--- config.mk ---
export PLATFORM = sky130hd
export DESIGN_NAME = ins_cell
export DESIGN_NICKNAME = d
export VERILOG_FILES = /design/src/rtl/ins_pkg.sv /design/src/rtl/ins_cell.sv
export SDC_FILE = /design/constraint.sdc
export NUM_CORES = 1
export LEC_CHECK = 0
export ABC_AREA = 1
export BUFFER_PORTS_ARGS = -buffer_cell sky130_fd_sc_hd__buf_2
export CAP_MARGIN = 10
export CELL_PAD_IN_SITES_DETAIL_PLACEMENT = 1
export CELL_PAD_IN_SITES_GLOBAL_PLACEMENT = 2
export CORE_MARGIN = 3
export CORE_UTILIZATION = 25
export DETAILED_ROUTE_END_ITERATION = 10
export GPL_TIMING_DRIVEN = 0
export PLACE_DENSITY_LB_ADDON = 0.2
export SLEW_MARGIN = 0
export SYNTH_ARGS = -nofsm -noshare
export SYNTH_HDL_FRONTEND = slang
export SYNTH_SLANG_ARGS = --single-unit
--- constraint.sdc ---
create_clock -name clk -period 5 [get_ports clk]
set_input_delay 0.25 -clock clk [delete_from_list [all_inputs] [get_ports clk]]
set_output_delay 0.25 -clock clk [all_outputs]
set_load 0.005 [all_outputs]
--- src/rtl/ins_pkg.sv ---
`default_nettype none
// ----------------------------------------------------------------------------
// ins_pkg
// shared types for the insertion sorter: element type and cell control
// ----------------------------------------------------------------------------
package ins_pkg;

  localparam int ELEM_W = 32;

  typedef logic signed [ELEM_W-1:0] elem_t;

  // per-cycle command broadcast to every cell of the chain
  typedef struct packed {
    logic ins;  // insert the incoming element
    logic shl;  // shift the chain one place towards cell 0
  } cell_ctl_t;

endpackage : ins_pkg
`default_nettype wire

--- src/rtl/ins_cell.sv ---
`default_nettype none
// ----------------------------------------------------------------------------
// ins_cell
// one compare-and-shift cell of the sorting chain
// ----------------------------------------------------------------------------
module ins_cell #(
  parameter int CNT_W = 7,
  parameter int IDX   = 0
) (
  input  wire logic               clk,
  input  wire ins_pkg::cell_ctl_t ctl,
  input  wire ins_pkg::elem_t     elem,
  input  wire logic [CNT_W-1:0]   held_count,
  input  wire ins_pkg::elem_t     left_val,
  input  wire logic               left_gt,
  input  wire ins_pkg::elem_t     right_val,
  output ins_pkg::elem_t          val,
  output logic                    gt
);
  import ins_pkg::*;

  logic occ;
  logic at_tail;

  assign occ     = CNT_W'(IDX) < held_count;
  assign at_tail = CNT_W'(IDX) == held_count;
  // held value is strictly greater than the incoming one
  assign gt      = occ && (elem < val);

  always_ff @(posedge clk) begin
    if (ctl.ins) begin
      if (left_gt) begin
        val <= left_val;
      end else if (gt || at_tail) begin
        val <= elem;
      end
    end else if (ctl.shl) begin
      val <= right_val;
    end
  end

endmodule : ins_cell
`default_nettype wire

==> impl_metrics.json <==
{
  "status": "complete, no violations",
  "final_max_slew_viol_count": 0,
  "ys_seq_elements": 32,
  "wl_per_cell_um": 14.6,
  "layout_common_cells": "141 x buf_2, 64 x nand2_1, 63 x o21ai_0, 44 x inv_1, 41 x nor2_1",
  "min_path_type": "input port to flip-flop",
  "whs_ns": 0.237,
  "period_needed_ns": 2.51,
  "yosys.area_share.simple_pct": 19.6,
  "timing.setup.tns_ns": 0,
  "core_region_area_mm2": 0.00946,
  "die-area_mm2": 0.0112,
  "rsz0062_at_grt": "false",
  "cp-start-kind": "flip-flop",
  "clockBufferDepth": 2,
  "crit_type": "flip-flop to flip-flop",
  "ys_warn_count": 0,
  "cp.arrival_ns": 2.43,
  "max_freq_mhz": 398,
  "grtUsageTotal_pct": 15.7,
  "ir_drop_v": 0.0000856,
  "muxShareOfSynthArea_pct": 0,
  "synth_cell_types": 22,
  "synthXorXnorAreaFrac_pct": 0,
  "synth_top_family_by_area": "simple AND/OR/NAND/NOR gates",
  "overflow": 0,
  "h-tree-depth": 2,
  "io_pins": 140,
  "cp.required_ns": 4.92,
  "synth_cells": 321,
  "relSlewSlack_pct": 47.9,
  "nNetsFinal": 605,
  "die_y_um": 106,
  "initial_core_util_pct": 26.3,
  "wirelength_mm": 8.73,
  "finalSetupViolations": 0,
  "synth_compound_area_share_pct": 17.5,
  "yosysSeqAreaShare_pct": 38.7,
  "largest-register": "val",
  "syn_area_per_cell_um2": 7.74,
  "drtIter0Drc": 50,
  "clk_latency_ns": 0.29,
  "drc": 0,
  "reg_top3": "val (32)",
  "post_route_cells_drive_above_1_share_pct": 34.0,
  "hpwlAfterDp_mm": 6.86,
  "clock-sinks": 32,
  "syn_to_final_growth_pct": 37.8,
  "end_kind": "flip-flop",
  "largest_reg_flops": 32,
  "grt_pass1_wl_mm": 14.0,
  "setup_ws_ns": 2.49,
  "post-place-ws_ns": 2.40,
  "syn_area_mm2": 0.00249,
  "ctsHoldBuffers": 0,
  "ctsResizeCount": 0,
  "cts_tree": "built",
  "grt_max_degree": 33,
  "synth_fp_nets": 459,
  "avgViaCountPerCell": 4.47,
  "antenna_found_initial": 0,
  "fin_skew_ns": 0.00946,
  "firstDrtPassIters": 4,
  "period_share_pct": 50.2,
  "maxCapViolCount": 0,
  "insertedDiodeCount": 0,
  "synthAdderAreaFrac_pct": 15.6,
  "clk_pin_slew_ns": 0.08,
  "port_buffers": 139,
  "path_max_fanout": 32,
  "cts_buffers": 5,
  "p_leak_nw": 1.77,
  "hold_viol": 0,
  "p_per_area_mw_per_mm2": 236,
  "final_core_util_pct": 36.2,
  "drtAntennaViolNets": 0,
  "vias": 2669,
  "grt_pass1_vias": 2842,
  "num_rows": 35,
  "cts-root-buf": "clkbuf_8",
  "gp_congestion": 0.759,
  "worst_slew_pin_slew_ns": 0.780,
  "die_w_um": 106,
  "cts_setup_buffers": 0,
  "final_common_cell": "buf_2"
}
[path summary, 6_finish.rpt]
path / startpoint / to / slack (ns) / cells after the start
setup / recovery: val[19] / val[17] / 2.49 / 11
hold / removal: right_val[23] / val[23] / 0.24 / 3
setup reg to reg: val[19] / val[17] / 2.49 / 11
hold reg to reg: val[31] / val[28] / 1.46 / 7
[cell usage after synthesis (all sizes together)]
library cell  number  share of area [%]
a21oi             15                3.5
nand3              4                1.0
nor3               3                1.0
nor4               1               0.25
nand4              1               0.50
inv               45                6.8
edfxtp            32                 39
nand2             65                9.9
buf                3               0.55
or2                1               0.25
o21ai             68                 14
a211oi             1               0.30
ha                31                 16
clkbuf             9                1.4
nor2              42                6.6
[kinds of logic after synthesis]
| kind of cell | count (synthesis) |
|---|---|
| adders and majority gates | 31 |
| and+or+nand+nor | 117 |
| DFF | 32 |
| AOI/OAI and AO/OA | 84 |
| buffers and inverters | 57 |
[power by group]
part	total [mW]	internal, mW	switching, mW	leakage (nW)
clock network	0.209	0.0949	0.114	0.0453
registers	0.352	0.336	0.0154	0.323
logic	0.249	0.110	0.139	1.40
total	0.809	0.541	0.268	1.77
[area by class of cell]
| cell class | instances | area (µm²) |
|---|---|---|
| fillers | 1244 | 6030 |
| flip-flops and latches | 32 | 961 |
| clock inverters | 3 | 13.8 |
| clock buffers | 5 | 68.8 |
| well taps | 129 | 161 |
| multi-input cells | 232 | 1310 |
| inverters | 45 | 169 |
| repair buffers | 139 | 696 |
| plain buffers | 12 | 47.5 |
[worst max-delay path, cell delays in order, from the launching register on]
cell and delay [ns]:
edfxtp_1 0.40, inv_1 0.07, ha_1 0.23, a21oi_1 0.16, o21ai_1 0.09, nand2_1 0.06, nand3_1 0.09, a21oi_2 0.17
nand3_1 0.12, nand3_1 0.10, nand2_1 0.06, inv_2 0.56
[routing by layer]
metal  vias to the layer above  wire (µm)  GRT usage, %
li1                       1358          -             -
met1                      1226       3650          18.0
met2                        78       4440          29.1
met3                         7        564          4.23
met4                         0         66          3.05
met5                         -          0             0
[metrics by stage]
step | area (µm²) | std cells | total power, mW
after detailed placement | 3340 | 589 | 0.615
after CTS | 3430 | 597 | 0.830
after floorplan | 2490 | 321 | 0.488
after global placement | 3340 | 589 | 0.609
after global routing | 3430 | 597 | 0.877
final | 3430 | 597 | 0.809
Note: power is estimated with default switching activity, not from simulation.
